## config.mk

```make
export PLATFORM = sky130hd
export DESIGN_NAME = modular_arithmetic_unit
export DESIGN_NICKNAME = d
export VERILOG_FILES = /design/src/rtl/core/mau_pkg.sv /design/src/rtl/core/modular_arithmetic_unit.sv
export SDC_FILE = /design/constraint.sdc
export NUM_CORES = 2
export LEC_CHECK = 0
export BUFFER_PORTS_ARGS = -buffer_cell sky130_fd_sc_hd__buf_2
export CORE_MARGIN = 2
export CORE_UTILIZATION = 43
export CTS_CLUSTER_DIAMETER = 40
export DETAILED_ROUTE_END_ITERATION = 7
export PLACE_DENSITY = 0.59
export SKIP_LAST_GASP = 1
export SLEW_MARGIN = 10
export SYNTH_ARGS = -nofsm -noshare
export SYNTH_HDL_FRONTEND = slang
export SYNTH_SLANG_ARGS = --single-unit
```

## constraint.sdc

```tcl
create_clock -name clk -period 15.6 [get_ports clk]
set_clock_uncertainty 0.2 [all_clocks]
set_input_delay 3.9 -clock clk [delete_from_list [all_inputs] [get_ports clk]]
set_output_delay 3.9 -clock clk [all_outputs]
set_load 0.1 [all_outputs]
```

## src/rtl/core/mau_pkg.sv

```systemverilog
package mau_pkg;

    localparam int RES_W  = 31;
    localparam int WIDE_W = 64;
    localparam int PROD_W = 2 * RES_W;
    localparam int CNT_W  = $clog2(WIDE_W + 1);

    localparam logic [RES_W-1:0] MOD_RESET = RES_W'(998244353);

    typedef enum logic [2:0] {
        FN_REDUCE = 3'd0,
        FN_ADD    = 3'd1,
        FN_SUB    = 3'd2,
        FN_NEG    = 3'd3,
        FN_MUL    = 3'd4,
        FN_DIV    = 3'd5,
        FN_POW    = 3'd6,
        FN_INV    = 3'd7
    } func_t;

endpackage

```

## src/rtl/core/modular_arithmetic_unit.sv

```systemverilog
// Modular arithmetic unit: one residue result per request, modulo a configured modulus.
// Channels: request in (in_valid / in_stall, fields func, operand_a, operand_b,
// wide_value), result out (out_valid / out_stall, fields result, is_zero), and a
// config write channel (cfg_valid / cfg_ready, cfg_data) that sets the modulus.
// cfg_ready and the request side are open only while the unit is idle.
// All reduction runs on one shared reducer that retires one dividend bit per cycle,
// fed by a single 31x31 multiplier; a small sequencer chains the steps.
// Each request first reduces both operands, then
//   add, sub, negate: finish directly; reduce wide value: reduce the 64-bit value;
//   multiply: multiply, then reduce the product; power: up to 2 multiply steps per exponent bit;
//   inverse: up to 60 multiply steps;
//   negative power: inverse plus up to 125 multiply steps.
// A modulus below 2 returns 0 without any reduction.
// One request is in flight at a time; the next is taken once the result is in
// the output register, even while the receiver still stalls it.
// A stalled result holds; the unit waits to finish the next request until the
// output register is free.
// Reset clears the output valid, returns to idle and loads the modulus 998244353.
module modular_arithmetic_unit
    import mau_pkg::*;
(
    input  logic                    clk,
    input  logic                    rst_n,
    input  logic                    in_valid,
    output logic                    in_stall,
    input  logic [2:0]              func,
    input  logic [RES_W-1:0]        operand_a,
    input  logic [RES_W-1:0]        operand_b,
    input  logic signed [WIDE_W-1:0] wide_value,
    output logic                    out_valid,
    input  logic                    out_stall,
    output logic [RES_W-1:0]        result,
    output logic                    is_zero,
    input  logic                    cfg_valid,
    output logic                    cfg_ready,
    input  logic [RES_W-1:0]        cfg_data
);

    typedef enum logic [2:0] {
        S_IDLE,
        S_RED,
        S_DISP,
        S_PCHK,
        S_PSQ,
        S_PDONE,
        S_FIN
    } state_t;

    typedef enum logic [2:0] {
        D_A,
        D_B,
        D_WIDE,
        D_ACC,
        D_BASE,
        D_FINAL
    } dest_t;

    state_t              state_reg, state_next;
    dest_t               dest_reg, dest_next;
    func_t               func_reg, func_next;
    logic [RES_W-1:0]    modulus_reg, modulus_next;
    logic [RES_W-1:0]    a_reg, a_next;
    logic [RES_W-1:0]    b_reg, b_next;
    logic                neg_reg, neg_next;
    logic                second_reg, second_next;
    logic [WIDE_W-1:0]   mag_reg, mag_next;
    logic [RES_W-1:0]    acc_reg, acc_next;
    logic [RES_W-1:0]    base_reg, base_next;
    logic [WIDE_W-1:0]   exp_reg, exp_next;
    logic [WIDE_W-1:0]   red_reg, red_next;
    logic [RES_W-1:0]    rem_reg, rem_next;
    logic [CNT_W-1:0]    cnt_reg, cnt_next;
    logic [RES_W-1:0]    res_reg, res_next;
    logic [RES_W-1:0]    result_reg, result_next;
    logic                out_valid_reg, out_valid_next;

    logic [RES_W:0]      trial;
    logic [RES_W:0]      trial_diff;
    logic [RES_W-1:0]    rem_step;
    logic                mul_go;
    logic [RES_W-1:0]    mul_x;
    logic [RES_W-1:0]    mul_y;
    dest_t               mul_dest;
    logic [PROD_W-1:0]   prod;
    logic                pow_go;
    logic [RES_W-1:0]    pow_base;
    logic [WIDE_W-1:0]   pow_exp;
    logic                inv_go;
    logic [RES_W-1:0]    inv_x;
    logic [RES_W:0]      sum;
    logic [RES_W:0]      sum_red;
    logic                accept;

    assign in_stall  = (state_reg != S_IDLE);
    assign cfg_ready = (state_reg == S_IDLE);
    assign accept    = in_valid && !in_stall;
    assign out_valid = out_valid_reg;
    assign result    = result_reg;
    assign is_zero   = (result_reg == '0);

    // one restoring step of the shared reducer
    assign trial      = {rem_reg, red_reg[WIDE_W-1]};
    assign trial_diff = trial - {1'b0, modulus_reg};
    assign rem_step   = trial_diff[RES_W] ? trial[RES_W-1:0] : trial_diff[RES_W-1:0];

    assign prod = mul_x * mul_y;

    always_comb
    begin
        state_next     = state_reg;
        dest_next      = dest_reg;
        func_next      = func_reg;
        modulus_next   = modulus_reg;
        a_next         = a_reg;
        b_next         = b_reg;
        neg_next       = neg_reg;
        second_next    = second_reg;
        mag_next       = mag_reg;
        acc_next       = acc_reg;
        base_next      = base_reg;
        exp_next       = exp_reg;
        red_next       = red_reg;
        rem_next       = rem_reg;
        cnt_next       = cnt_reg;
        res_next       = res_reg;
        result_next    = result_reg;
        out_valid_next = out_valid_reg;
        mul_go         = 1'b0;
        mul_x          = '0;
        mul_y          = '0;
        mul_dest       = D_FINAL;
        pow_go         = 1'b0;
        pow_base       = '0;
        pow_exp        = '0;
        inv_go         = 1'b0;
        inv_x          = '0;
        sum            = '0;
        sum_red        = '0;

        if (out_valid_reg && !out_stall)
        begin
            out_valid_next = 1'b0;
        end

        if (cfg_valid && cfg_ready)
        begin
            modulus_next = cfg_data;
        end

        case (state_reg)
            S_IDLE:
            begin
                if (accept)
                begin
                    func_next   = func_t'(func);
                    b_next      = operand_b;
                    neg_next    = wide_value[WIDE_W-1];
                    mag_next    = wide_value[WIDE_W-1] ? (WIDE_W'(0) - wide_value) : wide_value;
                    second_next = 1'b0;
                    if (modulus_reg < RES_W'(2))
                    begin
                        res_next   = '0;
                        state_next = S_FIN;
                    end
                    else
                    begin
                        red_next   = {operand_a, {(WIDE_W-RES_W){1'b0}}};
                        rem_next   = '0;
                        cnt_next   = CNT_W'(RES_W);
                        dest_next  = D_A;
                        state_next = S_RED;
                    end
                end
            end

            S_RED:
            begin
                rem_next = rem_step;
                red_next = {red_reg[WIDE_W-2:0], 1'b0};
                cnt_next = cnt_reg - CNT_W'(1);
                if (cnt_reg == CNT_W'(1))
                begin
                    case (dest_reg)
                        D_A:
                        begin
                            a_next    = rem_step;
                            red_next  = {b_reg, {(WIDE_W-RES_W){1'b0}}};
                            rem_next  = '0;
                            cnt_next  = CNT_W'(RES_W);
                            dest_next = D_B;
                        end
                        D_B:
                        begin
                            b_next     = rem_step;
                            state_next = S_DISP;
                        end
                        D_WIDE:
                        begin
                            res_next   = (neg_reg && rem_step != '0) ?
                                         (modulus_reg - rem_step) : rem_step;
                            state_next = S_FIN;
                        end
                        D_ACC:
                        begin
                            acc_next   = rem_step;
                            state_next = S_PSQ;
                        end
                        D_BASE:
                        begin
                            base_next  = rem_step;
                            exp_next   = exp_reg >> 1;
                            state_next = S_PCHK;
                        end
                        default:
                        begin
                            res_next   = rem_step;
                            state_next = S_FIN;
                        end
                    endcase
                end
            end

            S_DISP:
            begin
                case (func_reg)
                    FN_REDUCE:
                    begin
                        red_next   = mag_reg;
                        rem_next   = '0;
                        cnt_next   = CNT_W'(WIDE_W);
                        dest_next  = D_WIDE;
                        state_next = S_RED;
                    end
                    FN_ADD:
                    begin
                        sum        = {1'b0, a_reg} + {1'b0, b_reg};
                        sum_red    = sum - {1'b0, modulus_reg};
                        res_next   = sum_red[RES_W] ? sum[RES_W-1:0] : sum_red[RES_W-1:0];
                        state_next = S_FIN;
                    end
                    FN_SUB:
                    begin
                        sum        = {1'b0, a_reg} - {1'b0, b_reg};
                        sum_red    = sum + {1'b0, modulus_reg};
                        res_next   = sum[RES_W] ? sum_red[RES_W-1:0] : sum[RES_W-1:0];
                        state_next = S_FIN;
                    end
                    FN_NEG:
                    begin
                        res_next   = (a_reg == '0) ? '0 : (modulus_reg - a_reg);
                        state_next = S_FIN;
                    end
                    FN_MUL:
                    begin
                        mul_go   = 1'b1;
                        mul_x    = a_reg;
                        mul_y    = b_reg;
                        mul_dest = D_FINAL;
                    end
                    FN_DIV:
                    begin
                        inv_go = 1'b1;
                        inv_x  = b_reg;
                    end
                    FN_POW:
                    begin
                        if (neg_reg)
                        begin
                            inv_go = 1'b1;
                            inv_x  = a_reg;
                        end
                        else
                        begin
                            pow_go   = 1'b1;
                            pow_base = a_reg;
                            pow_exp  = mag_reg;
                        end
                    end
                    default:
                    begin
                        inv_go = 1'b1;
                        inv_x  = a_reg;
                    end
                endcase
            end

            S_PCHK:
            begin
                if (exp_reg == '0)
                begin
                    state_next = S_PDONE;
                end
                else if (exp_reg[0])
                begin
                    mul_go   = 1'b1;
                    mul_x    = acc_reg;
                    mul_y    = base_reg;
                    mul_dest = D_ACC;
                end
                else
                begin
                    state_next = S_PSQ;
                end
            end

            S_PSQ:
            begin
                // drop the last squaring, its value is never used
                if (exp_reg[WIDE_W-1:1] == '0)
                begin
                    state_next = S_PDONE;
                end
                else
                begin
                    mul_go   = 1'b1;
                    mul_x    = base_reg;
                    mul_y    = base_reg;
                    mul_dest = D_BASE;
                end
            end

            S_PDONE:
            begin
                if (func_reg == FN_DIV)
                begin
                    mul_go   = 1'b1;
                    mul_x    = a_reg;
                    mul_y    = acc_reg;
                    mul_dest = D_FINAL;
                end
                else if (func_reg == FN_POW && neg_reg && !second_reg)
                begin
                    second_next = 1'b1;
                    pow_go      = 1'b1;
                    pow_base    = acc_reg;
                    pow_exp     = mag_reg;
                end
                else
                begin
                    res_next   = acc_reg;
                    state_next = S_FIN;
                end
            end

            S_FIN:
            begin
                if (!out_valid_reg || !out_stall)
                begin
                    result_next    = res_reg;
                    out_valid_next = 1'b1;
                    state_next     = S_IDLE;
                end
            end

            default:
            begin
                state_next = S_IDLE;
            end
        endcase

        // inverse by Fermat, zero maps to zero
        if (inv_go)
        begin
            if (inv_x == '0)
            begin
                acc_next   = '0;
                state_next = S_PDONE;
            end
            else
            begin
                pow_go   = 1'b1;
                pow_base = inv_x;
                pow_exp  = WIDE_W'(modulus_reg) - WIDE_W'(2);
            end
        end

        if (pow_go)
        begin
            base_next  = pow_base;
            acc_next   = RES_W'(1);
            exp_next   = pow_exp;
            state_next = S_PCHK;
        end

        if (mul_go)
        begin
            red_next   = {prod, {(WIDE_W-PROD_W){1'b0}}};
            rem_next   = '0;
            cnt_next   = CNT_W'(PROD_W);
            dest_next  = mul_dest;
            state_next = S_RED;
        end
    end

    always_ff @(posedge clk or negedge rst_n)
    begin
        if (!rst_n)
        begin
            state_reg     <= S_IDLE;
            modulus_reg   <= MOD_RESET;
            out_valid_reg <= 1'b0;
        end
        else
        begin
            state_reg     <= state_next;
            modulus_reg   <= modulus_next;
            out_valid_reg <= out_valid_next;
        end
    end

    always_ff @(posedge clk)
    begin
        dest_reg   <= dest_next;
        func_reg   <= func_next;
        a_reg      <= a_next;
        b_reg      <= b_next;
        neg_reg    <= neg_next;
        second_reg <= second_next;
        mag_reg    <= mag_next;
        acc_reg    <= acc_next;
        base_reg   <= base_next;
        exp_reg    <= exp_next;
        red_reg    <= red_next;
        rem_reg    <= rem_next;
        cnt_reg    <= cnt_next;
        res_reg    <= res_next;
        result_reg <= result_next;
    end

endmodule
```

Word-level counts from Yosys, hierarchy flattened. Index checks and enable logic that the tools add are counted.

Flip-flop bits (word level): 459. Bits of input ports: 165. Output and inout bits: 35. Logic and storage cells: 235.

Add/subtract/negate cells: 10. Multiply operators: 1. $lt $le $gt $ge: 1. Equal/unequal tests: 33. Mux-type cells: 128. Reductions and logical operators: 42.

Operator list (count): $mux 31 (44); $mux 64 (16); $pmux 31 s4 (3); $pmux 31 s3 (3); $pmux 64 s3 (1); $pmux 31 s2 (3); $pmux 64 s2 (1); $logic_not 31->1 (3); $logic_not 64->1 (1); $sub 1x64->64 const A (1); $sub 32x31->32 (2); $logic_not 63->1 (1); $mux 3 (21); $mux 63 (1); $mul 31x31->62 (1); $sub 31x31->31 (2); $mux 7 (5); $add 31x31->32 (1); $sub 31x2->32 const B (1); $sub 31x31->32 (1); $add 31x31->31 (1); $lt 31x2->1 const B (1); $reduce_bool 31->1 (1); $eq 3x3->1 const B (7); other kinds (33) (93).

Longest topological paths before layout.
Depth in word-level cells: 10. Gate-level depth with buffers: 41. Mapped depth without buffers: 34.

Worst setup path before layout. Ideal clock, no wire load.

Path kind: register -> register. Start: register state_reg[2]. End: register red_reg[57] (data pin). Setup time: 256 ps. Arrival time: 9601 ps. Required time: 15144 ps. Setup slack: 5543 ps. Stages on the path, launching flop included: 40. Buffers on the path: 8. Clock period less this slack: 10057 ps. Cells stage by stage: dfrtp_1 clkbuf_1 nor2b_1 and2_1 and3_1 clkbuf_1 or2_2 clkbuf_1 clkbuf_1 buf_1 a22oi_1 and2_1 clkbuf_1 clkbuf_1 nor2_1 fa_1 fa_1 fa_1 [... 4 more ...] inv_1 fa_1 inv_1 fa_1 fa_1 ha_1 clkbuf_1 a21oi_1 o21ai_0 a221oi_1 and3_1 o211a_1 o211ai_1 a21oi_1 nor2_1 nand3_1 or4b_2 a31o_2.

Longest elaborated chain between the ends: 4. Elaborated cells on any way between the ends: 12. Those cells by class: mul: 1; eq/ne: 5; mux: 5; reduce/logical: 1.

Ends and longest elaborated chain: from (decl) (line modular_arithmetic_unit.sv:58) `state_t state_reg, state_next;`; from (signal assigned) (line modular_arithmetic_unit.sv:405) `state_reg <= state_next;`; $eq 3x3->1 / $eq 3x2->1 (equally long branches) (line modular_arithmetic_unit.sv:150) `case (state_reg)`; $pmux 31 s4 (line modular_arithmetic_unit.sv:150); $mul 31x31->62 (line modular_arithmetic_unit.sv:106) `assign prod = mul_x * mul_y;`; $mux 64 (*) (line modular_arithmetic_unit.sv:385) `if (mul_go)`; via red_next[57] (line modular_arithmetic_unit.sv:70) `logic [WIDE_W-1:0] red_reg, red_next;`; to (signal assigned) (line modular_arithmetic_unit.sv:423) `red_reg <= red_next;`; to (decl) (line modular_arithmetic_unit.sv:70).

The timed path passes the listed nets; every way through them passes the cells marked *. A chain may end at the register's enable or synchronous reset.

Worst setup path in the final report.
Start: register state_reg[1]. End: register red_reg[51] (data pin).

The elaborated chain is that of the path after synthesis.

==> results.json <==
{
  "outcome": "finished, violations left",
  "failed_checks": "DRC",
  "ctsRootBufferMaster": "clkbuf_16",
  "fin_hold_ws_ns": 0.2170,
  "synth.cell_area_um2": 65650,
  "post_route_cells_drive_above_1_share_pct": 8.371,
  "slew_headroom_pct": 5.086,
  "min_delay_worst_endpoint": "result[7]",
  "hold_crit_start": "res_reg[7]",
  "synth_cells": 7545,
  "cts.repair.resized": 0,
  "most_frequently_used_flop_master_after_synthesis": "edfxtp_1",
  "crit_arrival_ns": 12.90,
  "top_cells_by_area_synth": "fa_1 (26%), edfxtp_1 (16%), ha_1 (9.0%), inv_1 (6.0%), nand2_1 (5.7%)",
  "timing.max_cap.violations": 0,
  "layout-area-overhead-vs-synth_pct": 9.714,
  "timing_worst_setup_path_type": "reg -> reg",
  "edff_count_synth": 353,
  "die_area_um2": 155800,
  "critical_path.max_stage_delay_ns": 0.89,
  "timing_max_transition_violations_final": 0,
  "antenna_found_initial": 22,
  "synth_commonest_cells": "inv_1 (1047), nand2_1 (996), fa_1 (844)",
  "max_clock_freq_mhz": 78.66,
  "timing.critical_path.required_ns": 15.79,
  "numCtsBuffers": 83,
  "viasPerCell": 6.186,
  "worstReg2RegStart": "state_reg[1]",
  "multi_input_comb_area_um2": 47430,
  "pin_count_of_the_biggest_net_entering_global_routing": 95,
  "initial_cell_density_of_the_core_pct": 43.27,
  "die_w_um": 394.7,
  "clk_latency_ns": 0.69,
  "route.detailed.wl_per_inst_um": 30.22,
  "path_buf_inv": 4,
  "remaining_drc_errors": 24,
  "min_path_cells": 0,
  "die_h_um": 394.7,
  "register_area_um2": 12910,
  "area_of_the_core_region_um2": 151700,
  "final.period_utilization_pct": 81.49,
  "critical-path-top-cell-by-count": "fa_1",
  "totalNegativeSetupSlack_ns": 0,
  "clock_tree_from_tritoncts": "done",
  "cts.sinks": 459,
  "detailedPlacementHpwl_um": 229800,
  "ctsHtreeMaxLevel": 3,
  "grt.busiest_layer": "met2",
  "fin_crit_ns": 12.71,
  "most_area_hungry_cell_type_in_the_yosys_netlist": "fa_1",
  "critical-path-top-delay-family": "adder cells",
  "setup.reg_to_reg.worst_slack_ns": 2.89,
  "vdd.ir_drop.worst_mv": 0.07275,
  "avgSynthCellArea_um2": 8.701,
  "cts_setup_buffers": 0,
  "place_congestion": 1.028,
  "drt_wl_total_um": 293100,
  "drt_antenna_net_count": 0,
  "vias": 60000,
  "placementRows": 143,
  "yosysMostFrequentCell": "inv_1",
  "rr_endpoint": "red_reg[51]",
  "place.detailed.instances": 9531,
  "clock_tree.buffer_depth": 3,
  "firstDrtPassIters": 8,
  "slowest_stage": "nand2_1",
  "ys_types": 93,
  "grt_first_pass_wirelength_um": 419800,
  "report.final.setup_viol": 0,
  "grtUsageMet2_pct": 52.70,
  "async_reset_ff_share_pct": 7.625,
  "leakage_uw": 0.03192,
  "grt_pass1_vias": 58750,
  "groute.layer.met1.usage_pct": 51.88,
  "n_fill_cell": 14970,
  "timing.critical_path.fanout_max": 33,
  "cp-end-kind": "register",
  "yosysSeqAreaShare_pct": 19.66,
  "final-hold-violation-count": 0,
  "rsz0062_at_grt": "no",
  "ys_warn_count": 0,
  "io_buffer_count": 199,
  "final_util_pct": 47.47,
  "final_nets": 9068,
  "path_clk_slew_ns": 0.06,
  "post_cts_hold_buffer_count": 0,
  "detailedRoute.firstIterationViolations": 8120,
  "hold_path.class": "reg -> reg",
  "global_route_usage_over_all_layers_pct": 37.24,
  "total_grt_overflow": 0,
  "timing.critical_path.from_type": "register",
  "synth_top_area_share_pct": 25.74,
  "pwr_density_cell_nw_per_um2": 45.50,
  "stdcell_count": 9700,
  "worst_slew_pin_slew_ns": 1.424,
  "reg2regPathDepth": 32,
  "syn_nets": 9027,
  "ios": 200,
  "yosys_register_bits": 459,
  "design_power_uw": 3277,
  "grt_util_met3_pct": 11.17
}
-- where the power goes --
group | internal, uW | switching (uW)
combinational | 28.5 | 31.3
sequential | 1310 | 0.0000000000000264
clock | 1180 | 730
total | 2520 | 761
-- how the worst max path moves through the flow --
stage	from	to	slack, ns	cells past startpoint
2_1_floorplan	state_reg[2]	red_reg[57]	5.54	39
3_3_place_gp	state_reg[1]	red_reg[51]	3.37	32
3_5_place_dp	state_reg[1]	red_reg[51]	3.35	32
4_1_cts	state_reg[1]	red_reg[61]	3.23	31
5_1_grt	state_reg[1]	red_reg[51]	2.43	32
6_report	state_reg[1]	red_reg[51]	2.89	32
-- layout by cell type (no fill, tap or decap), types with 54 or more instances in the layout --
cell type and n:
clkbuf_16 85, a211oi_1 79, fa_1 844, o211ai_1 56
a222oi_1 61, and3_1 58, a22oi_1 72, and2_1 63
a21oi_1 348, mux2i_1 77, dfxtp_1 71, nor3_1 74
buf_2 199, buf_4 170, a31oi_1 54, ha_1 473
o21ai_0 357, xnor2_1 216, nor2_1 731, nand3_1 75
nor4_1 61, inv_1 1045, nand2_1 992, a21o_1 117
edfxtp_1 353, xor2_1 89
-- metal layers --
metal	wire, um	part of all wire, %
met2	119200	41
met5	82	0.028
met4	16570	5.7
met3	37320	13
met1	119900	41
-- worst register-to-register path: cells and delay by family (launching register included) --
kind | cells | cell delay (ns)
flip-flops | 1 | 0.55
AND/OR/NAND/NOR | 10 | 4.23
XOR/XNOR | 1 | 0.15
adder cells (fa/ha/maj) | 9 | 4.64
buffers and inverters | 4 | 0.58
AO/OA/AOI/OAI | 8 | 2.06
-- area by class of cell --
type / instances / area share, %
Inverter: 1048 / 5.462
Multi-Input combinational cell: 5625 / 65.85
Timing Repair Buffer: 369 / 3.155
Clock buffer: 96 / 3.052
Tap cell: 2030 / 3.526
Antenna cell: 13 / 0.04517
Sequential cell: 459 / 17.92
Clock inverter: 60 / 0.9937
-- kinds of logic (layout without fill, tap and decap cells) --
kind of cell    count (synthesis)  count (layout)  share of synthesized area, %
simple gates                 2353            2353                         15.82
fa+ha+maj                    1317            1317                         34.75
xor+xnor                      305             305                         4.069
mux                            96              96                         1.498
flops                         459             459                         19.66
compound gates               1554            1554                         15.83
other cells                     0              13                             0
buf+inv                      1461            1573                         8.371
-- stage by stage --
stage	instance area (um2)	setup WS [ns]
2_1_floorplan	65650	5.543
3_3_place_gp	69080	3.374
6_report	72030	2.888
5_1_grt	72000	2.428
3_5_place_dp	69080	3.346
4_1_cts	71990	3.231
Note: power is estimated with default switching activity, not from simulation.
